==> config.mk <==
export PLATFORM = sky130hd
export DESIGN_NAME = scene_language_tokenizer
export DESIGN_NICKNAME = d
export VERILOG_FILES = /design/src/design/slt_pkg.sv /design/src/design/scene_language_tokenizer.sv /design/src/design/slt_scan.sv /design/src/design/slt_queue.sv
export SDC_FILE = /design/constraint.sdc
export NUM_CORES = 2
export LEC_CHECK = 0
export ABC_AREA = 1
export BUFFER_PORTS_ARGS = -buffer_cell sky130_fd_sc_hd__buf_4
export CAP_MARGIN = 10
export CORE_ASPECT_RATIO = 1.4
export CORE_MARGIN = 2
export CORE_UTILIZATION = 35
export CTS_CLUSTER_DIAMETER = 150
export CTS_CLUSTER_SIZE = 10
export DETAILED_ROUTE_END_ITERATION = 10
export REMOVE_ABC_BUFFERS = 1
export SETUP_SLACK_MARGIN = 0.1
export SLEW_MARGIN = 20
export SYNTH_ARGS = -nofsm -noshare
export SYNTH_HDL_FRONTEND = slang
export SYNTH_SLANG_ARGS = --single-unit
==> constraint.sdc <==
create_clock -name clk -period 30.1 [get_ports clk]
set_input_delay 3.01 -clock clk [delete_from_list [all_inputs] [get_ports clk]]
set_output_delay 3.01 -clock clk [all_outputs]
set_load 0.03 [all_outputs]
==> src/design/slt_pkg.sv <==
// Package for the scene language tokenizer: token kinds, scan modes, token record
// and the character class and keyword helper functions. No dependencies.
package slt_pkg;

  localparam int KEYWORD_CHARS_DEF = 8;
  localparam int LENGTH_BITS_DEF   = 16;
  localparam int LINE_W            = 24;
  localparam int POS_W             = 32;
  localparam int OUT_LEN_W         = 16;
  localparam int KIND_W            = 5;
  localparam int QUEUE_DEPTH       = 4;
  localparam int QUEUE_AW          = 2;

  localparam logic [KIND_W-1:0] K_EOF    = 5'd0;
  localparam logic [KIND_W-1:0] K_UNK    = 5'd1;
  localparam logic [KIND_W-1:0] K_SYM    = 5'd2;
  localparam logic [KIND_W-1:0] K_LE     = 5'd3;
  localparam logic [KIND_W-1:0] K_GE     = 5'd4;
  localparam logic [KIND_W-1:0] K_AND    = 5'd5;
  localparam logic [KIND_W-1:0] K_OR     = 5'd6;
  localparam logic [KIND_W-1:0] K_EQ     = 5'd7;
  localparam logic [KIND_W-1:0] K_NE     = 5'd8;
  localparam logic [KIND_W-1:0] K_INT    = 5'd9;
  localparam logic [KIND_W-1:0] K_FLOAT  = 5'd10;
  localparam logic [KIND_W-1:0] K_IDENT  = 5'd11;
  localparam logic [KIND_W-1:0] K_STRING = 5'd12;
  localparam logic [KIND_W-1:0] K_FUNC   = 5'd13;
  localparam logic [KIND_W-1:0] K_IF     = 5'd14;
  localparam logic [KIND_W-1:0] K_ELSE   = 5'd15;
  localparam logic [KIND_W-1:0] K_VAR    = 5'd16;
  localparam logic [KIND_W-1:0] K_WHILE  = 5'd17;
  localparam logic [KIND_W-1:0] K_RGB    = 5'd18;
  localparam logic [KIND_W-1:0] K_VEC2   = 5'd19;
  localparam logic [KIND_W-1:0] K_VEC3   = 5'd20;
  localparam logic [KIND_W-1:0] K_VEC4   = 5'd21;
  localparam logic [KIND_W-1:0] K_INCL   = 5'd22;
  localparam logic [KIND_W-1:0] K_DECL   = 5'd23;
  localparam logic [KIND_W-1:0] K_WORLD  = 5'd24;
  localparam logic [KIND_W-1:0] K_BOOL   = 5'd25;
  localparam logic [KIND_W-1:0] K_SETT   = 5'd26;
  localparam logic [KIND_W-1:0] K_UNTERM = 5'd27;

  typedef enum logic [2:0] {
    MODE_IDLE, MODE_PEND, MODE_NUM, MODE_WORD, MODE_STR, MODE_ESC, MODE_CMT
  } scan_mode_t;

  typedef struct packed {
    logic [KIND_W-1:0]    kind;
    logic [7:0]           symbol_char;
    logic [POS_W-1:0]     start_offset;
    logic [OUT_LEN_W-1:0] text_length;
    logic [LINE_W-1:0]    line_number;
    logic                 has_escape;
    logic                 last_of_run;
  } token_t;

  function automatic logic is_space(input logic [7:0] b);
    return (b == 8'h20) || (b >= 8'd9 && b <= 8'd13);
  endfunction

  function automatic logic is_punct(input logic [7:0] b);
    return (b >= 8'h21 && b <= 8'h2F) || (b >= 8'h3A && b <= 8'h40) ||
           (b >= 8'h5B && b <= 8'h60) || (b >= 8'h7B && b <= 8'h7E);
  endfunction

  function automatic logic is_wordch(input logic [7:0] b);
    return (b != 8'h00) && !is_space(b) && !is_punct(b);
  endfunction

  function automatic logic is_symbol(input logic [7:0] b);
    case (b)
      ":", ".", "#", "^", "[", "]", "-", "(", ")", "{", "}", ";", ",", "+", "*":
        return 1'b1;
      default: return 1'b0;
    endcase
  endfunction

  function automatic logic is_pend(input logic [7:0] b);
    return b == "<" || b == ">" || b == "!" || b == "&" || b == "|" || b == "=" || b == "/";
  endfunction

  function automatic logic [7:0] to_lower(input logic [7:0] b);
    return (b >= "A" && b <= "Z") ? b + 8'd32 : b;
  endfunction

  function automatic logic [KIND_W-1:0] pair_kind(input logic [7:0] c);
    case (c)
      "<": return K_LE;
      ">": return K_GE;
      "&": return K_AND;
      "|": return K_OR;
      "=": return K_EQ;
      default: return K_NE;
    endcase
  endfunction

  // Keyword lookup on the first eight lowered bytes (zero padded) plus the length.
  function automatic logic [KIND_W-1:0] keyword_kind(input logic [63:0] w,
                                                     input logic [3:0] n);
    logic [KIND_W-1:0] k;
    k = K_IDENT;
    case (n)
      4'd2: if (w[15:0] == 16'h6669) k = K_IF;
      4'd3: begin
        if (w[23:0] == 24'h726176) k = K_VAR;
        if (w[23:0] == 24'h626772) k = K_RGB;
      end
      4'd4: begin
        if (w[31:0] == 32'h65736c65) k = K_ELSE;
        if (w[31:0] == 32'h65757274) k = K_BOOL;
      end
      4'd5: begin
        if (w[39:0] == 40'h656c696877) k = K_WHILE;
        if (w[39:0] == 40'h646c726f77) k = K_WORLD;
        if (w[39:0] == 40'h65736c6166) k = K_BOOL;
      end
      4'd6: if (w[47:0] == 48'h726f74636576) k = K_VEC3;
      4'd7: begin
        if (w[55:0] == 56'h32726f74636576) k = K_VEC2;
        if (w[55:0] == 56'h33726f74636576) k = K_VEC3;
        if (w[55:0] == 56'h34726f74636576) k = K_VEC4;
        if (w[55:0] == 56'h6564756c636e69) k = K_INCL;
        if (w[55:0] == 56'h6572616c636564) k = K_DECL;
      end
      4'd8: begin
        if (w == 64'h6e6f6974636e7566) k = K_FUNC;
        if (w == 64'h73676e6974746573) k = K_SETT;
      end
      default: k = K_IDENT;
    endcase
    return k;
  endfunction

endpackage

==> src/design/scene_language_tokenizer.sv <==
// Scene language tokenizer, one byte per transfer in and one token descriptor
// per transfer out; the scanner and a four-entry token queue. Depends on slt_pkg,
// slt_scan and slt_queue.
//
// Text bytes enter one per transfer, with s_tlast on the final byte of a text;
// token descriptors leave one per transfer, the token kind in m_tuser and m_tlast
// on the last token that a byte caused. A byte can be taken every cycle while
// s_tready is high: the scanner handles it in that cycle and its tokens enter
// the queue. A byte yields zero to three tokens, and s_tready is low while the
// queue could not take three more, that is while it holds three or more tokens,
// or two with no output transfer in the same cycle. A token that needs one
// character of lookahead comes out with the byte that ends it; end_of_text
// flushes any held token, adds the end of text token and returns the scanner to
// its reset state.
module scene_language_tokenizer #(
  parameter int KEYWORD_CHARS = slt_pkg::KEYWORD_CHARS_DEF,
  parameter int LENGTH_BITS   = slt_pkg::LENGTH_BITS_DEF
) (
  input  logic        clk,
  input  logic        rst,
  input  logic        s_tvalid,
  output logic        s_tready,
  input  logic [7:0]  s_tdata,   // text_byte
  input  logic        s_tlast,   // end_of_text
  output logic        m_tvalid,
  input  logic        m_tready,
  output logic [87:0] m_tdata,   // symbol_char, start_offset, text_length,
                                 // line_number, has_escape, zero fill
  output logic [4:0]  m_tuser,   // kind
  output logic        m_tlast    // last_of_run
);
  import slt_pkg::*;

  logic [1:0] cnt;
  token_t t0, t1, t2, o;
  logic room, acc;

  assign s_tready = room;
  assign acc = s_tvalid && s_tready;

  slt_scan #(.KEYWORD_CHARS(KEYWORD_CHARS), .LENGTH_BITS(LENGTH_BITS)) u_scan (
    .clk, .rst, .in_valid(acc), .in_byte(s_tdata), .in_eot(s_tlast),
    .tok_count(cnt), .tok0(t0), .tok1(t1), .tok2(t2)
  );

  slt_queue u_queue (
    .clk, .rst, .push_count(cnt), .push0(t0), .push1(t1), .push2(t2),
    .room, .out_valid(m_tvalid), .out_ready(m_tready), .out_tok(o)
  );

  assign m_tdata = {7'b0000000, o.has_escape, o.line_number, o.text_length,
                    o.start_offset, o.symbol_char};
  assign m_tuser = o.kind;
  assign m_tlast = o.last_of_run;
endmodule

==> src/design/slt_scan.sv <==
// Front part of the tokenizer: scans one byte per transfer and produces up to
// three token records. Depends on slt_pkg.
module slt_scan #(
  parameter int KEYWORD_CHARS = slt_pkg::KEYWORD_CHARS_DEF,
  parameter int LENGTH_BITS   = slt_pkg::LENGTH_BITS_DEF
) (
  input  logic            clk,
  input  logic            rst,
  input  logic            in_valid,
  input  logic [7:0]      in_byte,
  input  logic            in_eot,
  output logic [1:0]      tok_count,
  output slt_pkg::token_t tok0,
  output slt_pkg::token_t tok1,
  output slt_pkg::token_t tok2
);
  import slt_pkg::*;

  localparam int KW_AW = $clog2(KEYWORD_CHARS);
  localparam logic [LENGTH_BITS-1:0] LEN_MAX = {LENGTH_BITS{1'b1}};
  localparam logic [LINE_W-1:0] LINE_MAX = {LINE_W{1'b1}};

  scan_mode_t mode, mode_next;
  logic [7:0] held_char, held_char_next;
  logic [7:0] kw_window [KEYWORD_CHARS];
  logic [LENGTH_BITS-1:0] token_length, token_length_next;
  logic [POS_W-1:0] token_start, token_start_next, stream_position;
  logic [LINE_W-1:0] line_count, line_count_next, token_line, token_line_next;
  logic dot_seen, dot_seen_next, escape_seen, escape_seen_next;
  logic grow_en;
  logic [7:0] grow_byte;

  token_t t [3];
  logic [1:0] n;
  logic [63:0] kw_flat;
  logic [KIND_W-1:0] word_kind;
  logic [OUT_LEN_W-1:0] len_out;
  logic used;

  always_comb begin
    kw_flat = '0;
    for (int i = 0; i < 8; i++) begin
      if (i < KEYWORD_CHARS) kw_flat[i*8 +: 8] = kw_window[i];
    end
  end

  always_comb begin
    if (token_length > LENGTH_BITS'(KEYWORD_CHARS) || token_length > LENGTH_BITS'(8))
      word_kind = K_IDENT;
    else
      word_kind = keyword_kind(kw_flat, token_length[3:0]);
    if (LENGTH_BITS > OUT_LEN_W && token_length > LENGTH_BITS'({OUT_LEN_W{1'b1}}))
      len_out = {OUT_LEN_W{1'b1}};
    else
      len_out = OUT_LEN_W'(token_length);
  end

  function automatic token_t mk(input logic [KIND_W-1:0] k, input logic [7:0] s,
                                input logic [POS_W-1:0] st, input logic [OUT_LEN_W-1:0] l,
                                input logic [LINE_W-1:0] ln, input logic e);
    token_t r;
    r.kind = k; r.symbol_char = s; r.start_offset = st; r.text_length = l;
    r.line_number = ln; r.has_escape = e; r.last_of_run = 1'b0;
    return r;
  endfunction

  function automatic logic [OUT_LEN_W-1:0] sat_len(input logic [LENGTH_BITS-1:0] l);
    if (LENGTH_BITS > OUT_LEN_W && l > LENGTH_BITS'({OUT_LEN_W{1'b1}}))
      return {OUT_LEN_W{1'b1}};
    return OUT_LEN_W'(l);
  endfunction

  always_comb begin
    logic [LINE_W-1:0] lc;
    logic [LENGTH_BITS-1:0] tl;
    scan_mode_t m;
    logic flush;
    logic [63:0] kw_a;
    logic [2:0] wi;
    mode_next = mode; held_char_next = held_char; token_length_next = token_length;
    token_start_next = token_start; token_line_next = token_line;
    dot_seen_next = dot_seen; escape_seen_next = escape_seen;
    grow_en = 1'b0; grow_byte = in_byte;
    n = 2'd0; used = 1'b0; flush = 1'b0;
    t[0] = '0; t[1] = '0; t[2] = '0;
    lc = line_count;
    tl = token_length;
    m = mode;
    unique case (mode)
      MODE_PEND: begin
        if (in_byte == (((held_char == "<") || (held_char == ">") || (held_char == "!"))
                        ? 8'h3D : held_char)) begin
          used = 1'b1;
          if (held_char == "/") m = MODE_CMT;
          else begin
            t[0] = mk(pair_kind(held_char), 8'd0, token_start, 16'd2, token_line, 1'b0);
            n = 2'd1; m = MODE_IDLE;
          end
        end else flush = 1'b1;
      end
      MODE_NUM: begin
        if (is_wordch(in_byte) || (in_byte == "." && !dot_seen)) begin
          if (in_byte == ".") dot_seen_next = 1'b1;
          grow_en = 1'b1; used = 1'b1;
          if (tl != LEN_MAX) tl = tl + 1'b1;
        end else flush = 1'b1;
      end
      MODE_WORD: begin
        if (is_wordch(in_byte) || in_byte == "_") begin
          grow_en = 1'b1; used = 1'b1;
          if (tl != LEN_MAX) tl = tl + 1'b1;
        end else flush = 1'b1;
      end
      MODE_STR: begin
        used = 1'b1;
        if (in_byte == 8'h27) begin
          t[0] = mk(K_STRING, 8'd0, token_start, len_out, token_line, escape_seen);
          n = 2'd1; m = MODE_IDLE;
        end else begin
          if (in_byte == 8'h5C) begin escape_seen_next = 1'b1; m = MODE_ESC; end
          if (in_byte == 8'h0A && lc != LINE_MAX) lc = lc + 1'b1;
          if (tl != LEN_MAX) tl = tl + 1'b1;
        end
      end
      MODE_ESC: begin
        used = 1'b1;
        if (in_byte == 8'h0A && lc != LINE_MAX) lc = lc + 1'b1;
        if (tl != LEN_MAX) tl = tl + 1'b1;
        m = MODE_STR;
      end
      MODE_CMT: begin
        used = 1'b1;
        if (in_byte == 8'h0A) begin
          if (lc != LINE_MAX) lc = lc + 1'b1;
          m = MODE_IDLE;
        end
      end
      default: m = MODE_IDLE;
    endcase
    if (flush) begin
      unique case (mode)
        MODE_PEND: t[0] = mk(K_SYM, held_char, token_start, 16'd1, token_line, 1'b0);
        MODE_NUM:  t[0] = mk(dot_seen ? K_FLOAT : K_INT, 8'd0, token_start, len_out,
                             token_line, 1'b0);
        default:   t[0] = mk(word_kind, 8'd0, token_start, len_out, token_line, 1'b0);
      endcase
      n = 2'd1; m = MODE_IDLE;
    end
    if (!used) begin
      if (is_space(in_byte)) begin
        if (in_byte == 8'h0A && lc != LINE_MAX) lc = lc + 1'b1;
      end else begin
        token_start_next = stream_position;
        token_line_next = lc;
        if (is_pend(in_byte)) begin
          m = MODE_PEND; held_char_next = in_byte;
        end else if (in_byte >= "0" && in_byte <= "9") begin
          m = MODE_NUM; tl = LENGTH_BITS'(1); dot_seen_next = 1'b0; grow_en = 1'b1;
        end else if ((to_lower(in_byte) >= "a" && to_lower(in_byte) <= "z")
                     || in_byte == "_") begin
          m = MODE_WORD; tl = LENGTH_BITS'(1); grow_en = 1'b1;
        end else if (in_byte == 8'h27) begin
          m = MODE_STR; token_start_next = stream_position + 1'b1;
          tl = '0; escape_seen_next = 1'b0;
        end else begin
          t[n] = mk(is_symbol(in_byte) ? K_SYM : K_UNK, in_byte, stream_position, 16'd1,
                    lc, 1'b0);
          n = n + 1'b1;
        end
      end
    end
    token_length_next = tl;
    line_count_next = lc;
    mode_next = m;
    // Lowered window with the byte of this transfer written in, for a word ending now.
    kw_a = kw_flat;
    wi = tl[2:0] - 3'd1;
    if (grow_en && tl != '0 && tl <= LENGTH_BITS'(8)
        && tl <= LENGTH_BITS'(KEYWORD_CHARS))
      kw_a[{wi, 3'b000} +: 8] = to_lower(grow_byte);
    if (in_eot) begin
      // Final byte: flush whatever is held, then the end of text token.
      unique case (m)
        MODE_PEND: begin
          t[n] = mk(K_SYM, held_char_next, token_start_next, 16'd1, token_line_next, 1'b0);
          n = n + 1'b1;
        end
        MODE_NUM, MODE_WORD: begin
          // These only stay open when this byte grew or began them.
          t[n] = mk((m == MODE_WORD)
                    ? ((tl > LENGTH_BITS'(KEYWORD_CHARS) || tl > LENGTH_BITS'(8))
                       ? K_IDENT : keyword_kind(kw_a, tl[3:0]))
                    : (dot_seen_next ? K_FLOAT : K_INT), 8'd0, token_start_next,
                    sat_len(tl), token_line_next, 1'b0);
          n = n + 1'b1;
        end
        MODE_STR, MODE_ESC: begin
          t[n] = mk(K_UNTERM, 8'd0, token_start_next, sat_len(tl), token_line_next,
                    escape_seen_next);
          n = n + 1'b1;
        end
        default: ;
      endcase
      t[n] = mk(K_EOF, 8'd0, stream_position + 1'b1, 16'd0, lc, 1'b0);
      n = n + 1'b1;
    end
    if (n != 2'd0) t[n - 1'b1].last_of_run = 1'b1;
  end

  always_ff @(posedge clk) begin
    if (rst) begin
      mode <= MODE_IDLE; held_char <= '0; token_length <= '0; token_start <= '0;
      stream_position <= '0; line_count <= LINE_W'(1); token_line <= LINE_W'(1);
      dot_seen <= 1'b0; escape_seen <= 1'b0;
      for (int i = 0; i < KEYWORD_CHARS; i++) kw_window[i] <= '0;
    end else if (in_valid) begin
      if (in_eot) begin
        mode <= MODE_IDLE; held_char <= '0; token_length <= '0; token_start <= '0;
        stream_position <= '0; line_count <= LINE_W'(1); token_line <= LINE_W'(1);
        dot_seen <= 1'b0; escape_seen <= 1'b0;
        for (int i = 0; i < KEYWORD_CHARS; i++) kw_window[i] <= '0;
      end else begin
        mode <= mode_next; held_char <= held_char_next;
        token_length <= token_length_next; token_start <= token_start_next;
        stream_position <= stream_position + 1'b1;
        line_count <= line_count_next; token_line <= token_line_next;
        dot_seen <= dot_seen_next; escape_seen <= escape_seen_next;
        if (grow_en && token_length_next != '0
            && token_length_next <= LENGTH_BITS'(KEYWORD_CHARS))
          kw_window[KW_AW'(token_length_next - 1'b1)] <= to_lower(grow_byte);
      end
    end
  end

  assign tok_count = in_valid ? n : 2'd0;
  assign tok0 = t[0];
  assign tok1 = t[1];
  assign tok2 = t[2];

  property p_eot_ends_run;
    @(posedge clk) disable iff (rst) (in_valid && in_eot) |-> (tok_count != 2'd0);
  endproperty
  a_eot_ends_run: assert property (p_eot_ends_run) else $error("eot gave no token");

  a_eot_resets: assert property (@(posedge clk) disable iff (rst)
    (in_valid && in_eot) |=> (mode == MODE_IDLE && stream_position == '0))
    else $error("state not reset after end of text");

  a_line_nonzero: assert property (@(posedge clk) disable iff (rst) line_count != '0)
    else $error("line count reached zero");
endmodule

==> src/design/slt_queue.sv <==
// Token queue and output serializer: takes up to three token records per
// transfer and hands them out one per transfer. Depends on slt_pkg.
module slt_queue (
  input  logic            clk,
  input  logic            rst,
  input  logic [1:0]      push_count,
  input  slt_pkg::token_t push0,
  input  slt_pkg::token_t push1,
  input  slt_pkg::token_t push2,
  output logic            room,
  output logic            out_valid,
  input  logic            out_ready,
  output slt_pkg::token_t out_tok
);
  import slt_pkg::*;

  localparam int CNT_W = QUEUE_AW + 2;

  token_t mem [QUEUE_DEPTH];
  logic [QUEUE_AW-1:0] wr_ptr, rd_ptr;
  logic [CNT_W-1:0] count;
  logic pop;

  assign pop = out_valid && out_ready;
  assign out_valid = count != '0;
  assign out_tok = mem[rd_ptr];
  // Room for a full burst of three, counting a pop in this cycle.
  assign room = (count + CNT_W'(3)) <= CNT_W'(QUEUE_DEPTH) + CNT_W'(pop);

  always_ff @(posedge clk) begin
    if (push_count >= 2'd1) mem[wr_ptr] <= push0;
    if (push_count >= 2'd2) mem[wr_ptr + QUEUE_AW'(1)] <= push1;
    if (push_count == 2'd3) mem[wr_ptr + QUEUE_AW'(2)] <= push2;
  end

  always_ff @(posedge clk) begin
    if (rst) begin
      wr_ptr <= '0; rd_ptr <= '0; count <= '0;
    end else begin
      wr_ptr <= wr_ptr + QUEUE_AW'(push_count);
      rd_ptr <= rd_ptr + QUEUE_AW'(pop);
      count <= count + CNT_W'(push_count) - CNT_W'(pop);
    end
  end

  a_no_overflow: assert property (@(posedge clk) disable iff (rst)
    count <= CNT_W'(QUEUE_DEPTH)) else $error("token queue overflow");
  a_push_needs_room: assert property (@(posedge clk) disable iff (rst)
    (push_count != 2'd0) |-> $past(room) || room)
    else $error("push without room");
  a_pop_counts: assert property (@(posedge clk) disable iff (rst)
    (pop && push_count == 2'd0) |=> count == $past(count) - CNT_W'(1))
    else $error("pop did not lower count");
endmodule
==> impl_summary.txt <==
----------------------------------------------------
[Status]
  Outcome ... finished, final reports clean

[Worst setup path]
  Endpoint of the worst-slack reg-to-reg timing path ... u_queue.mem[0][29]
  Crit Path Class ... in2reg
  Max stage delay on crit path ... 0.91 ns
  WP buf/inv ... 17
  CP most frequent cell ... sky130_fd_sc_hd__buf_4
  Maximum net fanout on the critical path ... 65
  Nature of the critical path endpoint ... register
  Reg2reg path depth ... 39
  Arrival time of the worst setup path ... 12.72 ns
  Largest delay contributor family on the critical path ... buffers and inverters
  Required arrival time at the worst endpoint ... 30.36 ns
  R2R Path Start ... u_scan.held_char[1]
  R2R Setup Slk ... 20.01 ns
  Number of cells on the critical path ... 35
  Slowest cell on crit path ... sky130_fd_sc_hd__buf_4
  Worst Setup Start Kind ... primary input

[Drt]
  Post-Route WL ... 187 mm
  Residual DRC ... 0
  DRC marker count from the first detailed-route iteration ... 5112
  Wirelength per Cell ... 25.9 um
  Number of nets with antenna violations after routing ... 0
  Iteration count of the initial detailed-routing pass ... 7
  Routed via count ... 43.9k
  Via density ... 6.08

[Synth]
  Number of warnings printed during yosys synthesis ... 0
  Compound-cell area share of the yosys netlist ... 21.7%
  Portion of the post-synthesis area used by sequential elements ... 37.9%
  Synthesized instance count ... 5753
  Synth Area in XOR/XNOR ... 1.21%
  Proportion of synthesized area in mux cells ... 0.272%
  Synth cell types ... 72
  Fraction of the mapped netlist area in adder cells ... 1.13%
  Main combinational cell family by area after synthesis ... simple AND/OR/NAND/NOR gates
  Post-Synthesis Cell Area ... 0.0405 sq mm
  Most common flop cell mapped by yosys ... sky130_fd_sc_hd__edfxtp_1
  Post-synthesis share of cell area spent on and, or, nand and nor gates ... 28.4%
  Share of async-settable or async-resettable flops after synthesis ... 0%
  Synthesized area divided by synthesized cell count ... 7.04 sq um
  Post-synthesis register bit count ... 561
  Count of flip-flops with a built-in enable after synthesis ... 412

[Clock tree]
  CTS root buffer ... sky130_fd_sc_hd__clkbuf_16
  Clock-pin slew on the worst setup and hold paths ... 0.07 ns
  Number of H-tree levels ... 3
  # hold bufs at CTS ... 0
  Post_cts resized ... 0
  Post CTS Setup Buffer Count ... 0
  Maximum clock insertion buffer count ... 3
  Number of buffers inserted during clock tree synthesis ... 66
  TritonCTS clock tree ... done
  Clk Latency, worst-skew pair ... 0.69 ns
  Sinks on Clock Net ... 561

[Pwr]
  Final Total Pwr ... 3.14 mW
  Share of total power in sequential cells ... 33.7%
  Sw Ratio ... 44.8%
  Clock share of power ... 24.7%
  Power density normalized to cell area ... 70.6 mW/mm^2
  Internal power consumption ... 1.73 mW
  Gate power share ... 41.6%
  Switching power ... 1.40 mW
  P_leak ... 16.0 nW
  Worst IR Drop VDD ... 0.0000810 V

[Finish]
  Combined flip-flop and latch cell area ... 0.0154 sq mm
  Fillers ... 12.2k
  Fraction of final layout cells sized beyond drive strength 1 ... 7.76%
  Synth-to-Final Area Change ... 9.64%
  Final-stage net count ... 5729
  Multi-input combinational cell area ... 0.0215 sq mm

[GRT]
  Met3 track utilization from global routing ... 5.78%
  Global-route wire length before repair ... 272 mm
  Vias in the first global route ... 42.3k
  Most utilized layer in the global route result ... met2
  Met2 global-route usage ... 52.5%
  Met1 Resource Use GR ... 34.2%
  Pin count of the biggest net entering global routing ... 95
  Leftover overflow at the end of global routing ... 0
  Antenna violations before repair ... 7
  Global-route usage over all layers ... 30.7%

[Die]
  Starting utilization of the core area ... 35.3%
  Number of rows created at floorplan ... 147
  Width of the chip ... 292 um
  Core area ... 0.115 sq mm
  Area of the die ... 0.119 sq mm
  Boundary Pins ... 109
  Die Y ... 407 um

[Place]
  Number of port buffers ... 101
  Routability Congestion ... 1.06
  Estimated wirelength of the detail-placed design ... 126 mm

[Min path]
  Worst hold path stage count ... 2
  Hold Path Origin ... u_scan.token_start[29]
  Worst Hold Endpoint ... u_scan.token_start[29]
  Tightest Hold Check Type ... reg2reg

[Timing]
  Setup TNS after final layout ... 0 ns
  Worst Tran Pin Value ... 1.17 ns
  Endpoints failing hold ... 0
  Max-slew headroom ... 22.1%
  Post-route clock period utilization ... 41.4%
  Total setup violations reported at the end of the flow ... 0
  RSZ-0062 raised after global routing ... false
  Worst setup skew after layout ... 0.0425 ns
  Crit path time final ... 12.45 ns
  Max-slew violations ... 0
  Fmax achieved ... 80.3 MHz

[Flow run]
  Maximum Capacitance Violations ... 0

----------------------------------------------------
[layer usage]
metal,vias to the layer above,share of wire (%)
met4,6,8.2
met3,796,9.0
met1,20746,35
met5,-,0.019
li1,19755,-
met2,2642,48
[cell type report]
type                            count  area share, %
Antenna cell                        4         0.0225
Clock buffer                      114           4.17
Clock inverter                      8          0.180
Inverter                          633           5.36
Multi-Input combinational cell   4233           48.4
Sequential cell                   561           34.6
Tap cell                         1490           4.20
Timing Repair Buffer              185           3.13
[worst min-delay path, stage by stage (launching register included)]
cell and delay (ns):
sky130_fd_sc_hd__dfxtp_1 0.35, sky130_fd_sc_hd__nand2_1 0.06, sky130_fd_sc_hd__o21ai_0 0.06
[how the worst max path moves through the flow]
stage | startpoint | end | slack [ns]
final | s_tdata[4] | u_queue.mem[0][29] | 17.65
after global routing | s_tdata[4] | u_queue.mem[0][38] | 17.24
after global placement | s_tdata[4] | u_queue.mem[0][39] | 17.36
after detailed placement | s_tdata[4] | u_queue.mem[0][65] | 17.27
after floorplan | s_tdata[3] | u_queue.mem[2][0] | 12.31
after CTS | s_tdata[4] | u_queue.mem[0][29] | 17.94
[cell usage after synthesis, drive strengths merged, types with 2 or more instances]
cell        n  area [sq um]
nand2    1417          5430
nor2      732          2960
inv       623          2340
o21ai     541          2730
edfxtp    412         12400
o22ai     335          2100
nand3     310          1660
clkbuf    255           957
a21oi     160           816
o221ai    158          1380
dfxtp     149          2980
nor3      107           567
o211ai     95           713
buf        77           480
nand4      76           488
a22oi      55           413
xor2       49           437
nor4       39           244
ha         35           438
a221oi     17           149
o31ai      12          95.1
a31oi      11          75.1
mux2i      11           110
clkinv     10          38.8
a32oi       9          78.8
nand3b      8          60.1
xnor2       6          52.6
o2111ai     5          43.8
or2         5          31.3
o21a        4          30.0
a2111oi     3          26.3
and3        3          18.8
a211oi      2          15.0
a21boi      2          15.0
a32o        2          20.0
a41oi       2          17.5
and2        2          12.5
o311ai      2          17.5
o41ai       2          17.5
[cells in the final DEF, fill, tap and decap left out, types with 6 or more instances in the layout]
master and n:
sky130_fd_sc_hd__ha_1 35, sky130_fd_sc_hd__nor4_1 39, sky130_fd_sc_hd__mux2i_1 11, sky130_fd_sc_hd__inv_2 47
sky130_fd_sc_hd__nand3_2 10, sky130_fd_sc_hd__nor2_1 686, sky130_fd_sc_hd__nand2_1 1373, sky130_fd_sc_hd__nand2_2 38
sky130_fd_sc_hd__nor3_1 102, sky130_fd_sc_hd__nand3b_1 8, sky130_fd_sc_hd__o21ai_1 29, sky130_fd_sc_hd__nor2_2 22
sky130_fd_sc_hd__nand2_4 6, sky130_fd_sc_hd__clkinv_1 11, sky130_fd_sc_hd__o211ai_1 95, sky130_fd_sc_hd__buf_4 185
sky130_fd_sc_hd__a221oi_1 17, sky130_fd_sc_hd__clkbuf_1 47, sky130_fd_sc_hd__nand3_1 295, sky130_fd_sc_hd__xnor2_1 6
sky130_fd_sc_hd__a22oi_1 55, sky130_fd_sc_hd__clkbuf_16 67, sky130_fd_sc_hd__nand4_1 74, sky130_fd_sc_hd__a32oi_1 9
sky130_fd_sc_hd__o31ai_1 11, sky130_fd_sc_hd__inv_1 572, sky130_fd_sc_hd__o22ai_1 335, sky130_fd_sc_hd__a21oi_1 156
sky130_fd_sc_hd__dfxtp_1 147, sky130_fd_sc_hd__o221ai_1 158, sky130_fd_sc_hd__o21ai_0 503, sky130_fd_sc_hd__nor2_4 22
sky130_fd_sc_hd__a31oi_1 10, sky130_fd_sc_hd__xor2_1 48, sky130_fd_sc_hd__conb_1 7, sky130_fd_sc_hd__edfxtp_1 412
[state kept, by name, summed over array words and instances (netlist names)]
signal                  cells
u_scan.dot_seen             1
u_scan.held_char            8
u_scan.escape_seen          1
u_scan.token_line          24
u_queue.rd_ptr              2
u_scan.token_start         32
u_scan.mode                 3
u_scan.kw_window           64
u_scan.len_out             16
u_queue.wr_ptr              2
u_queue.mem               348
u_queue.count               4
u_scan.line_count          24
u_scan.stream_position     32
[stage by stage]
step	instances	setup WS (ns)	util [%]	hold slack [ns]	cell area, sq um
floorplan	5427	12.31	-	0.450	39100
global placement	7102	17.36	37.0	0.467	42500
detailed placement	7102	17.27	37.0	0.479	42500
CTS	7224	17.94	38.7	0.496	44400
global route	7225	17.24	38.7	0.512	44400
finish	7228	17.65	38.7	0.497	44400
[cells by family after synthesis]
logic type	count (synthesis)
fa+ha+maj	36
flops	561
xor+xnor	55
buf+inv	965
simple gates	2702
other cells	1
compound gates	1422
mux	11
[power groups by stage]
stage               sequential (mW)  clock, mW  combinational (mW)
finish                         1.06      0.775                1.30
detailed placement             1.07          0                1.29
floorplan                      1.10          0               0.692
CTS                            1.05      0.782                1.29
global placement               1.07          0                1.28
global route                   1.07      0.809                1.37
Power figures use the tool's default switching activity.
